$ cat src/rtl/sorted_list_engine_assert.svh
// Assertion macros used by the sorted list engine back end (sle_back).
`ifndef SORTED_LIST_ENGINE_ASSERT_SVH
`define SORTED_LIST_ENGINE_ASSERT_SVH

// Check cond at every clock edge outside reset.
`define SLE_ASSERT_ALWAYS(label, clk, rst_n, cond) \
    label: assert property (@(posedge clk) disable iff (!rst_n) (cond)) \
        else $error("sorted list engine: invariant violated");

// Check that cons holds whenever ante holds.
`define SLE_ASSERT_IMPLY(label, clk, rst_n, ante, cons) \
    label: assert property (@(posedge clk) disable iff (!rst_n) (ante) |-> (cons)) \
        else $error("sorted list engine: implication violated");

`endif

$ cat src/rtl/sle_pkg.sv
package sle_pkg;

    localparam int ACT_W  = 3;
    localparam int VAL_W  = 16;
    localparam int IDX_W  = 5;
    localparam int STAT_W = 2;
    localparam int CNT_W  = 6;
    localparam int KIND_W = 3;

    localparam logic [ACT_W-1:0] ACT_PUSH_FRONT    = 3'd0;
    localparam logic [ACT_W-1:0] ACT_SORTED_INSERT = 3'd1;
    localparam logic [ACT_W-1:0] ACT_POP_FRONT     = 3'd2;
    localparam logic [ACT_W-1:0] ACT_REMOVE_ALL    = 3'd3;
    localparam logic [ACT_W-1:0] ACT_CLEAR         = 3'd4;
    localparam logic [ACT_W-1:0] ACT_READ_AT       = 3'd5;

    localparam logic [STAT_W-1:0] STAT_OK    = 2'd0;
    localparam logic [STAT_W-1:0] STAT_FULL  = 2'd1;
    localparam logic [STAT_W-1:0] STAT_EMPTY = 2'd2;

    localparam logic [KIND_W-1:0] KIND_NOP      = 3'd0;
    localparam logic [KIND_W-1:0] KIND_SHIFT_IN = 3'd1;
    localparam logic [KIND_W-1:0] KIND_COMPACT  = 3'd2;
    localparam logic [KIND_W-1:0] KIND_CLEAR    = 3'd3;
    localparam logic [KIND_W-1:0] KIND_READ     = 3'd4;

    typedef struct packed {
        logic [KIND_W-1:0]       kind;
        logic                    sorted;
        logic                    drop_head;
        logic signed [VAL_W-1:0] value;
        logic [IDX_W-1:0]        index;
    } t_cmd;

endpackage

$ cat src/rtl/sorted_list_engine.sv
// Sorted list engine: keeps an ordered list of up to CAPACITY signed 16-bit
// values in a single list memory (one write and one registered read port).
// A request passes a decode register and a two-deep queue, then executes in
// the list sequencer, which walks the memory one entry per cycle. Push-front
// and sorted insert walk any existing entries and then write the last entry;
// pop-front and remove-all walk the list once; clear, refused inserts and
// out-of-range reads need no memory access; an in-range read does one
// registered memory read. Each request returns one result transaction. The
// list memory is not cleared at reset; the length register is, so the list starts empty.
module sorted_list_engine
    import sle_pkg::*;
#(
    parameter int CAPACITY = 32
) (
    input  logic                    i_clk,
    input  logic                    i_rst_n,
    input  logic                    i_valid,
    output logic                    o_stall,
    input  logic [ACT_W-1:0]        i_action,
    input  logic signed [VAL_W-1:0] i_value,
    input  logic [IDX_W-1:0]        i_index,
    output logic                    o_valid,
    input  logic                    i_stall,
    output logic [STAT_W-1:0]       o_status,
    output logic [CNT_W-1:0]        o_count,
    output logic signed [VAL_W-1:0] o_read_value,
    output logic [CNT_W-1:0]        o_removed
);

    logic front_valid;
    logic front_stall;
    t_cmd front_cmd;
    logic queue_valid;
    logic queue_stall;
    t_cmd queue_cmd;

    sle_front u_front (
        .i_clk    (i_clk),
        .i_rst_n  (i_rst_n),
        .i_valid  (i_valid),
        .o_stall  (o_stall),
        .i_action (i_action),
        .i_value  (i_value),
        .i_index  (i_index),
        .o_valid  (front_valid),
        .o_cmd    (front_cmd),
        .i_stall  (front_stall)
    );

    sle_queue u_queue (
        .i_clk   (i_clk),
        .i_rst_n (i_rst_n),
        .i_valid (front_valid),
        .o_stall (front_stall),
        .i_cmd   (front_cmd),
        .o_valid (queue_valid),
        .o_cmd   (queue_cmd),
        .i_stall (queue_stall)
    );

    sle_back #(
        .CAPACITY (CAPACITY)
    ) u_back (
        .i_clk        (i_clk),
        .i_rst_n      (i_rst_n),
        .i_valid      (queue_valid),
        .o_stall      (queue_stall),
        .i_cmd        (queue_cmd),
        .o_valid      (o_valid),
        .i_stall      (i_stall),
        .o_status     (o_status),
        .o_count      (o_count),
        .o_read_value (o_read_value),
        .o_removed    (o_removed)
    );

endmodule

$ cat src/rtl/sle_front.sv
module sle_front
    import sle_pkg::*;
(
    input  logic                    i_clk,
    input  logic                    i_rst_n,
    input  logic                    i_valid,
    output logic                    o_stall,
    input  logic [ACT_W-1:0]        i_action,
    input  logic signed [VAL_W-1:0] i_value,
    input  logic [IDX_W-1:0]        i_index,
    output logic                    o_valid,
    output t_cmd                    o_cmd,
    input  logic                    i_stall
);

    logic r_valid;
    logic n_valid;
    t_cmd r_cmd;
    t_cmd n_cmd;
    logic accept;

    assign o_stall = r_valid & i_stall;
    assign accept  = i_valid & ~o_stall;
    assign n_valid = accept | (r_valid & i_stall);
    assign o_valid = r_valid;
    assign o_cmd   = r_cmd;

    always_comb begin
        n_cmd           = '0;
        n_cmd.value     = i_value;
        n_cmd.index     = i_index;
        unique case (i_action)
            ACT_PUSH_FRONT: begin
                n_cmd.kind = KIND_SHIFT_IN;
            end
            ACT_SORTED_INSERT: begin
                n_cmd.kind   = KIND_SHIFT_IN;
                n_cmd.sorted = 1'b1;
            end
            ACT_POP_FRONT: begin
                n_cmd.kind      = KIND_COMPACT;
                n_cmd.drop_head = 1'b1;
            end
            ACT_REMOVE_ALL: begin
                n_cmd.kind = KIND_COMPACT;
            end
            ACT_CLEAR: begin
                n_cmd.kind = KIND_CLEAR;
            end
            ACT_READ_AT: begin
                n_cmd.kind = KIND_READ;
            end
            default: begin
                n_cmd.kind = KIND_NOP;
            end
        endcase
    end

    always_ff @(posedge i_clk) begin
        if (!i_rst_n) begin
            r_valid <= 1'b0;
        end else begin
            r_valid <= n_valid;
        end
    end

    always_ff @(posedge i_clk) begin
        if (accept) begin
            r_cmd <= n_cmd;
        end
    end

endmodule

$ cat src/rtl/sle_queue.sv
module sle_queue
    import sle_pkg::*;
(
    input  logic i_clk,
    input  logic i_rst_n,
    input  logic i_valid,
    output logic o_stall,
    input  t_cmd i_cmd,
    output logic o_valid,
    output t_cmd o_cmd,
    input  logic i_stall
);

    t_cmd       r_slot [2];
    logic [1:0] r_cnt;
    logic [1:0] n_cnt;
    logic       r_wptr;
    logic       r_rptr;
    logic       push;
    logic       pop;

    assign o_stall = (r_cnt == 2'd2);
    assign o_valid = (r_cnt != 2'd0);
    assign o_cmd   = r_slot[r_rptr];
    assign push    = i_valid & ~o_stall;
    assign pop     = o_valid & ~i_stall;

    always_comb begin
        n_cnt = r_cnt;
        if (push && !pop) begin
            n_cnt = r_cnt + 2'd1;
        end else if (pop && !push) begin
            n_cnt = r_cnt - 2'd1;
        end
    end

    always_ff @(posedge i_clk) begin
        if (!i_rst_n) begin
            r_cnt  <= 2'd0;
            r_wptr <= 1'b0;
            r_rptr <= 1'b0;
        end else begin
            r_cnt <= n_cnt;
            if (push) begin
                r_wptr <= ~r_wptr;
            end
            if (pop) begin
                r_rptr <= ~r_rptr;
            end
        end
    end

    always_ff @(posedge i_clk) begin
        if (push) begin
            r_slot[r_wptr] <= i_cmd;
        end
    end

endmodule

$ cat src/rtl/sle_back.sv
`include "sorted_list_engine_assert.svh"

module sle_back
    import sle_pkg::*;
#(
    parameter int CAPACITY = 32
) (
    input  logic                    i_clk,
    input  logic                    i_rst_n,
    input  logic                    i_valid,
    output logic                    o_stall,
    input  t_cmd                    i_cmd,
    output logic                    o_valid,
    input  logic                    i_stall,
    output logic [STAT_W-1:0]       o_status,
    output logic [CNT_W-1:0]        o_count,
    output logic signed [VAL_W-1:0] o_read_value,
    output logic [CNT_W-1:0]        o_removed
);

    localparam int AW = (CAPACITY > 1) ? $clog2(CAPACITY) : 1;
    localparam int LW = $clog2(CAPACITY + 1);
    localparam int XW = (LW > IDX_W) ? LW : IDX_W;

    localparam logic [2:0] S_IDLE  = 3'd0;
    localparam logic [2:0] S_SHIFT = 3'd1;
    localparam logic [2:0] S_TAIL  = 3'd2;
    localparam logic [2:0] S_UP    = 3'd3;
    localparam logic [2:0] S_READ  = 3'd4;

    logic signed [VAL_W-1:0] r_mem [CAPACITY];
    logic signed [VAL_W-1:0] r_rdata;
    logic                    mem_we;
    logic [AW-1:0]           mem_waddr;
    logic signed [VAL_W-1:0] mem_wdata;
    logic [AW-1:0]           mem_raddr;

    logic [2:0]              r_state, n_state;
    logic [LW-1:0]           r_len, n_len;
    logic [LW-1:0]           r_rem, n_rem;
    logic [AW-1:0]           r_pa, n_pa;
    logic [AW-1:0]           r_wp, n_wp;
    t_cmd                    r_cmd, n_cmd;
    logic signed [VAL_W-1:0] r_carry, n_carry;
    logic                    r_ins, n_ins;

    logic                    r_out_valid, n_out_valid;
    logic [STAT_W-1:0]       r_out_status, n_out_status;
    logic [CNT_W-1:0]        r_out_count, n_out_count;
    logic signed [VAL_W-1:0] r_out_read, n_out_read;
    logic [CNT_W-1:0]        r_out_removed, n_out_removed;

    logic                    out_free;
    logic                    start;
    logic                    fin;
    logic [STAT_W-1:0]       fin_status;
    logic signed [VAL_W-1:0] fin_read;
    logic [LW-1:0]           fin_removed;
    logic                    drop;

    assign out_free = ~r_out_valid | ~i_stall;
    assign start    = (r_state == S_IDLE) & i_valid & out_free;
    assign o_stall  = ~start;

    assign o_valid      = r_out_valid;
    assign o_status     = r_out_status;
    assign o_count      = r_out_count;
    assign o_read_value = r_out_read;
    assign o_removed    = r_out_removed;

    always_comb begin
        n_state       = r_state;
        n_len         = r_len;
        n_rem         = r_rem;
        n_pa          = r_pa;
        n_wp          = r_wp;
        n_cmd         = r_cmd;
        n_carry       = r_carry;
        n_ins         = r_ins;
        n_out_valid   = r_out_valid & i_stall;
        n_out_status  = r_out_status;
        n_out_count   = r_out_count;
        n_out_read    = r_out_read;
        n_out_removed = r_out_removed;
        mem_we        = 1'b0;
        mem_waddr     = r_pa;
        mem_wdata     = r_rdata;
        mem_raddr     = r_pa;
        fin           = 1'b0;
        fin_status    = STAT_OK;
        fin_read      = '0;
        fin_removed   = '0;
        drop          = 1'b0;

        unique case (r_state)
            S_IDLE: begin
                if (start) begin
                    n_cmd = i_cmd;
                    unique case (i_cmd.kind)
                        KIND_SHIFT_IN: begin
                            if (r_len == LW'(CAPACITY)) begin
                                fin        = 1'b1;
                                fin_status = STAT_FULL;
                            end else if (r_len == '0) begin
                                mem_we    = 1'b1;
                                mem_waddr = '0;
                                mem_wdata = i_cmd.value;
                                n_len     = r_len + LW'(1);
                                fin       = 1'b1;
                            end else begin
                                mem_raddr = '0;
                                n_pa      = '0;
                                n_carry   = i_cmd.value;
                                n_ins     = ~i_cmd.sorted;
                                n_state   = S_SHIFT;
                            end
                        end
                        KIND_COMPACT: begin
                            if (r_len == '0) begin
                                fin        = 1'b1;
                                fin_status = i_cmd.drop_head ? STAT_EMPTY : STAT_OK;
                            end else begin
                                mem_raddr = '0;
                                n_pa      = '0;
                                n_wp      = '0;
                                n_rem     = '0;
                                n_state   = S_UP;
                            end
                        end
                        KIND_CLEAR: begin
                            fin         = 1'b1;
                            fin_removed = r_len;
                            n_len       = '0;
                        end
                        KIND_READ: begin
                            if (XW'(i_cmd.index) < XW'(r_len)) begin
                                mem_raddr = AW'(i_cmd.index);
                                n_state   = S_READ;
                            end else begin
                                fin        = 1'b1;
                                fin_status = STAT_EMPTY;
                            end
                        end
                        default: begin
                            fin = 1'b1;
                        end
                    endcase
                end
            end
            S_SHIFT: begin
                if (r_ins || !(r_cmd.value > r_rdata)) begin
                    mem_we    = 1'b1;
                    mem_waddr = r_pa;
                    mem_wdata = r_carry;
                    n_carry   = r_rdata;
                    n_ins     = 1'b1;
                end
                if (LW'(r_pa) + LW'(1) == r_len) begin
                    n_state = S_TAIL;
                end else begin
                    mem_raddr = r_pa + AW'(1);
                    n_pa      = mem_raddr;
                end
            end
            S_TAIL: begin
                mem_we    = 1'b1;
                mem_waddr = AW'(r_len);
                mem_wdata = r_carry;
                n_len     = r_len + LW'(1);
                fin       = 1'b1;
                n_state   = S_IDLE;
            end
            S_UP: begin
                drop = r_cmd.drop_head ? (r_pa == '0) : (r_rdata == r_cmd.value);
                if (drop) begin
                    n_rem = r_rem + LW'(1);
                end else begin
                    mem_we    = 1'b1;
                    mem_waddr = r_wp;
                    mem_wdata = r_rdata;
                    n_wp      = r_wp + AW'(1);
                end
                if (LW'(r_pa) + LW'(1) == r_len) begin
                    n_len       = r_len - n_rem;
                    fin         = 1'b1;
                    fin_removed = n_rem;
                    n_state     = S_IDLE;
                end else begin
                    mem_raddr = r_pa + AW'(1);
                    n_pa      = mem_raddr;
                end
            end
            S_READ: begin
                fin      = 1'b1;
                fin_read = r_rdata;
                n_state  = S_IDLE;
            end
            default: begin
                n_state = S_IDLE;
            end
        endcase

        if (fin) begin
            n_out_valid   = 1'b1;
            n_out_status  = fin_status;
            n_out_count   = CNT_W'(n_len);
            n_out_read    = fin_read;
            n_out_removed = CNT_W'(fin_removed);
        end
    end

    always_ff @(posedge i_clk) begin
        if (mem_we) begin
            r_mem[mem_waddr] <= mem_wdata;
        end
        r_rdata <= r_mem[mem_raddr];
    end

    always_ff @(posedge i_clk) begin
        if (!i_rst_n) begin
            r_state     <= S_IDLE;
            r_len       <= '0;
            r_out_valid <= 1'b0;
        end else begin
            r_state     <= n_state;
            r_len       <= n_len;
            r_out_valid <= n_out_valid;
        end
    end

    always_ff @(posedge i_clk) begin
        r_rem         <= n_rem;
        r_pa          <= n_pa;
        r_wp          <= n_wp;
        r_cmd         <= n_cmd;
        r_carry       <= n_carry;
        r_ins         <= n_ins;
        r_out_status  <= n_out_status;
        r_out_count   <= n_out_count;
        r_out_read    <= n_out_read;
        r_out_removed <= n_out_removed;
    end

    `SLE_ASSERT_ALWAYS(a_len_bound, i_clk, i_rst_n, r_len <= LW'(CAPACITY))
    `SLE_ASSERT_IMPLY(a_busy_out_free, i_clk, i_rst_n, r_state != S_IDLE, !r_out_valid)
    `SLE_ASSERT_IMPLY(a_compact_order, i_clk, i_rst_n, r_state == S_UP, r_wp <= r_pa)

endmodule
$ cat config.mk
export PLATFORM = sky130hd
export DESIGN_NAME = sorted_list_engine
export DESIGN_NICKNAME = d
export VERILOG_FILES = /design/src/rtl/sle_pkg.sv /design/src/rtl/sorted_list_engine.sv /design/src/rtl/sle_front.sv /design/src/rtl/sle_queue.sv /design/src/rtl/sle_back.sv
export VERILOG_INCLUDE_DIRS = /design/src /design/src/rtl
export SDC_FILE = /design/constraint.sdc
export NUM_CORES = 1
export LEC_CHECK = 0
export BUFFER_PORTS_ARGS = -buffer_cell sky130_fd_sc_hd__buf_2
export CAP_MARGIN = 10
export CORE_ASPECT_RATIO = 1.1
export CORE_MARGIN = 5
export CORE_UTILIZATION = 45
export CTS_BUF_LIST = sky130_fd_sc_hd__clkbuf_4
export CTS_CLUSTER_DIAMETER = 120
export DETAILED_ROUTE_END_ITERATION = 16
export GPL_TIMING_DRIVEN = 0
export SYNTH_ARGS = -nofsm -noshare
export SYNTH_HDL_FRONTEND = slang
export SYNTH_SLANG_ARGS = --single-unit
export TNS_END_PERCENT = 20
$ cat constraint.sdc
create_clock -name i_clk -period 5.8 [get_ports i_clk]
set_input_delay 0.58 -clock i_clk [delete_from_list [all_inputs] [get_ports i_clk]]
set_output_delay 0.58 -clock i_clk [all_outputs]
set_load 0.005 [all_outputs]
==> Yosys cells after proc, flatten, opt, wreduce, memory -nomap -nowiden <==
Memory sizes are Yosys's and may differ from the RTL's. A register that Yosys moved wholly into a read port is not among the register bits.
Cells that the tools add are included.
{ "word_totals": {"output_inout_bits": 32, "regBits": 121, "ramBits": 564, "mem_count": 2, "word_cells": 203} }
{ "mem_list": {"columns": ["name", "depth", "width", "rd", "rd_ports_with_merged_regs", "write_ports", "line", "text"], "rows": [
  ["u_back.r_mem", 32, 16, 1, 1, 1, "sle_back.sv:31", "logic signed [VAL_W-1:0] r_mem [CAPACITY];"],
  ["u_queue.r_slot", 2, 26, 1, 1, 1, "sle_queue.sv:14", "t_cmd r_slot [2];"]
]} }
{ "op_classes": {"n_lt_le_gt_ge": 2, "bitwise": 16, "reduce_logical": 25, "n_mux": 95, "add_sub_neg": 8, "eq_ne": 32} }
{ "op_table": {"columns": ["operator", "n"], "rows": [
  ["$mux W16", 10],
  ["$mux W5", 15],
  ["$mux W6", 12],
  ["$pmux W16 S3", 1],
  ["$pmux W5 S2", 4],
  ["$pmux W6 S2", 3],
  ["$pmux W16 S2", 1],
  ["$pmux W5 S3", 2],
  ["$mux W1", 26],
  ["$mux W3", 7],
  ["$eq A3 B2 Y1 const B", 6],
  ["$pmux W3 S3", 2],
  ["$pmux W6 S3", 1],
  ["$eq A16 B16 Y1", 1],
  ["$gt A16 B16 Y1", 1],
  ["$ne A3 B3 Y1 const B", 5],
  ["$add A6 B1 Y6 const B", 2],
  ["$eq A3 B3 Y1 const B", 4],
  ["$pmux W3 S4", 1],
  ["$add A5 B1 Y5 const B", 2],
  ["$mux W2", 5],
  ["$ne A2 B2 Y1 const B", 5],
  ["$reduce_bool A2 Y1", 5],
  ["$eq A3 B1 Y1 const B", 3],
  ["other kinds (30)", 54]
]} }

==> Depth between registers and ports, before layout <==
{ "depth": {"ltp_word": 8, "ltp_mapped": 18, "ltp_nobuf": 17} }

==> Hierarchy <==
A second synthesis with hierarchy kept.
{ "hier_totals": {"hier_cells": 2051, "hier_area_um2": 29224.3} }
{ "modules_own_cells": {"columns": ["module", "area_each_um2", "instances", "cells_per_inst", "seq_area_each_um2"], "rows": [
  ["sle_back", 26241.4, 1, 1909, 18297.5],
  ["sle_queue", 2113.3, 1, 106, 1661.6],
  ["sle_front", 869.6, 1, 36, 800.8]
]} }

==> Worst setup path after synthesis <==
No wires, ideal clock.
{ "synth_timing": {"path_kind": "register to register", "from": "register (tool-made name)", "to": "register u_back.r_out_count[0], in the netlist u_back.o_count[0] (enable)", "slack_ns": 0.647, "stages_incl_launch_ff": 13, "setup_time_ns": 0.461, "t_arrival_ns": 4.691, "required_ns": 5.339, "path_cell_list": "dfxtp_1 > buf_2 > buf_2 > buf_1 > mux2_2 > ha_1 > nand4b_1 > a311oi_1 > or2_2 > nand2_1 > nand2_1 > nor2_1 > o21ai_0"} }
{ "synth_rtl": {"columns": ["element", "line", "text"], "rows": [
  ["to (signal assigned)", "sle_back.sv:239", "r_out_count <= n_out_count;"],
  ["to (decl)", "sle_back.sv:49", "logic [CNT_W-1:0] r_out_count, n_out_count;"]
]} }

==> metrics.md <==
| Metric | Value |
|---|---|
| Die area | 70,200 um^2 |
| Post-synthesis to final-layout area growth | 17.0% |
| Final min period | 5.72 ns |
| Worst min path class | in2reg |
| Overflow after GRT | 0 |
| Filler instances | around 5,500 |
| Worst-path cell chain | buf_2 -> buf_2 -> mux2_2 -> ha_1 -> a21oi_1 -> o22ai_1 -> or2_2 -> nor3_1 -> a221o_1 -> nand2_1 -> nor2_1 -> clkbuf_1 -> a22oi_1 -> nand4_1 |
| Cell variety after synth | 74 |
| EDFF count, synth | 670 |
| Vias in the first global route | 18,400 |
| Pwr dens | 505 nW/um^2 |
| Fin Setup TNS | 0 ns |
| Peak supply drop | between 0.2 and 0.3 mV |
| Delay-heaviest family, CP | simple AND/OR/NAND/NOR gates |
| Main synth FF type | edfxtp_1 |
| Initial core utilization | 45.2% |
| DP HPWL | 53.4 mm |
| Commonest non-fill, non-tap cells in the layout | edfxtp_1, mux2i_1, clkbuf_4, nand2_1, buf_2 |
| DRT antenna net count | 0 |
| Core area | 64,700 um^2 |
| Vias | 18,200 |
| First-pass GRT wire length | 116 mm |
| Hold Startpoint | i_value[1] |
| Syn Nets | 1,995 |
| Mapped Area | 29,200 um^2 |
| Maxcap violations | 0 |
| Setup Skew | about 0.08 ns |
| Synth Instances | 1,934 |
| Crit-path max cell delay | 0.69 ns |
| Sequential-to-total area share from yosys stat | 71.0% |
| Die H | 277 um |
| CP Max Fanout | 19 |
| Yosys warns | 0 |
| P_leak | 12.6 nW |
| Sinks on the clock net | 702 |
| CTS tree | built |
| Clk pin slew, worst setup/hold paths | 0.07 ns |
| Root Driver | clkbuf_4 |
| Tcrit/Tclk final | 98.6% |
| Most frequent cell on the critical path | buf_2 |
| Pre-antenna DRT Iters | 6 |
| Layout cell share with drive strength beyond 1 | 21.1% |
| Worst-skew pair later-pin latency | 1.03 ns |
| Inst Count DP | 2,880 |
| Antenna violations before repair | 5 |
| Clk buf depth | 3 |
| Total power | ~17 mW |
| H-tree Lvls | 4 |
| Async set-reset flop share out of synthesis | 0% |
| Final hold vios | 0 |
| Max transition margin | 10.9% |
| CP Launch Type | flop |
| Slowest stage cell, crit path | clkbuf_1 |
| Die width | around 250 um |
| Unrepaired setup endpoints after global routing | no |
| Area fraction of the dominant cell type after synthesis | 68.8% |
| Final setup violating endpoints | 0 |
| Buf/Inv on CP | 3 |
| Residual DRC | 0 |
| Num CTS Buffers | 176 |
| Commonest non-fill, non-tap cell in the layout | edfxtp_1 |
| Outcome | finished clean |
| Largest net degree at the start of global routing | 33 |
| Crit path DAT | 6.62 ns |
| Routability cong. | slightly below 0.9 |
| GRT Resource Usage Total | between 20 and 25% |
| Data required, critical path | roughly 6.7 ns |
| Kind of end point of the critical path | flop |
| Ranking of synthesized cells by area | edfxtp_1, mux2i_1, dfxtp_1 |
| Row count | 98 |
| Initial drt markers | 1,917 |
| Post-layout util | a little over half |
| Average wire per standard cell | 24.5 um |
| Synth area leader | edfxtp_1 |
| # IOs | 60 |
| Final nets | 2,311 |
| Via density | 5.65 |
| Input/output buffers | 59 |
| Slew @ Worst Pin | 1.34 ns |
| Routed Wire Length | 79.0 mm |
| Syn Area/Cell | between 15 and 20 um^2 |
| Setup CP Type | reg2reg |
| Slew Viols, Final | 0 |
| Highest clock rate | 0.175 GHz |
| Post-route insts no fill | 3,226 |
| Flops & latches, synth | 702 |
[power by group]
part / switching [mW] / leakage, nW / internal [mW]
sequential: 0.183 / 6.38 / 6.81
combinational: 4.25 / 4.94 / 1.99
clock: 1.98 / 1.29 / 2.07
[sequential cells by signal, summed over array words and instances (netlist names), 16 cells and up, named ones only]
name,cells
u_back.o_read_value,16
u_back.r_carry,16
u_back.r_cmd,17
u_back.r_mem,512
u_back.r_rdata,16
u_front.o_cmd,26
u_queue.r_slot,52
[worst paths after layout]
path	to	slack [ns]	cells past startpoint
setup / recovery	u_back.r_rdata[13]	0.08	14
hold / removal	u_front.o_cmd[6]	0.27	2
setup reg to reg	u_back.r_rdata[13]	0.08	14
hold reg to reg	u_queue.r_slot[0][11]	0.41	0
[cells by family (layout without fill, tap and decap cells)]
logic type               Yosys count  after routing  synth area share [%]
flip-flops                       702            702                  71.0
AND/OR/NAND/NOR                  425            425                  6.87
multiplexers                     318            318                  10.9
AO/OA/AOI/OAI                    281            281                  6.85
buffers and inverters            151            591                  2.21
adder cells (fa/ha/maj)           33             33                  1.44
XOR/XNOR                          24             24                 0.719
other                              0              2                     0
[through the flow]
stage                     hold WS (ns)  area, um^2  setup WS [ns]
after CTS                        0.179       34000         0.0976
after global placement           0.430       30600         -0.918
after global routing             0.199       34200         0.0547
final                            0.271       34200         0.0840
after detailed placement         0.431       31500         -0.255
after floorplan                  0.421       29200          0.647
[layer usage]
layer	track usage, %	wire length, um
met5	0	27
met3	5.64	5840
met2	36.1	38400
met1	28.9	31900
met4	8.89	2790
[synth_stat cells (7+ instances only)]
cell        n
a211oi_1   15
nor3_1     11
a32oi_1    15
o21ai_0    39
o221ai_1    7
nand4_1    17
mux2i_1   306
nand3_1    44
ha_1       32
dfxtp_1    32
a21boi_0    9
xnor2_1    16
nand2_1   145
mux2_2     11
buf_2      43
and2_1     27
a221o_1    18
nor2_1    115
nand2b_1   14
a21o_1      9
a22oi_1    34
a21oi_1    57
clkbuf_1   44
xor2_1      8
o211ai_1    7
edfxtp_1  670
o21a_1      8
a311oi_1    9
nor2b_1     9
inv_1      55
[timing repair]
item                       4_1_cts  5_1_grt
pin swaps                        0        2
resized for setup                4        2
setup endpoints to repair       11      161
hold buffers                    30        0
cloned                           0        0
hold endpoints to repair        33        0
buffers inserted                 0        4
[cell type report]
cell class	count	area, um^2	share of cell area [%]
inverters	56	213	0.622
plain buffers	94	434	1.27
clock inverters	46	262	0.764
multi-input cells	1081	7960	23.3
well taps	850	1060	3.11
diodes	2	5.00	0.0146
repair buffers	139	1600	4.67
clock buffers	256	1920	5.62
flip-flops and latches	702	20800	60.7
No activity file was read; power rests on OpenSTA's default activity.
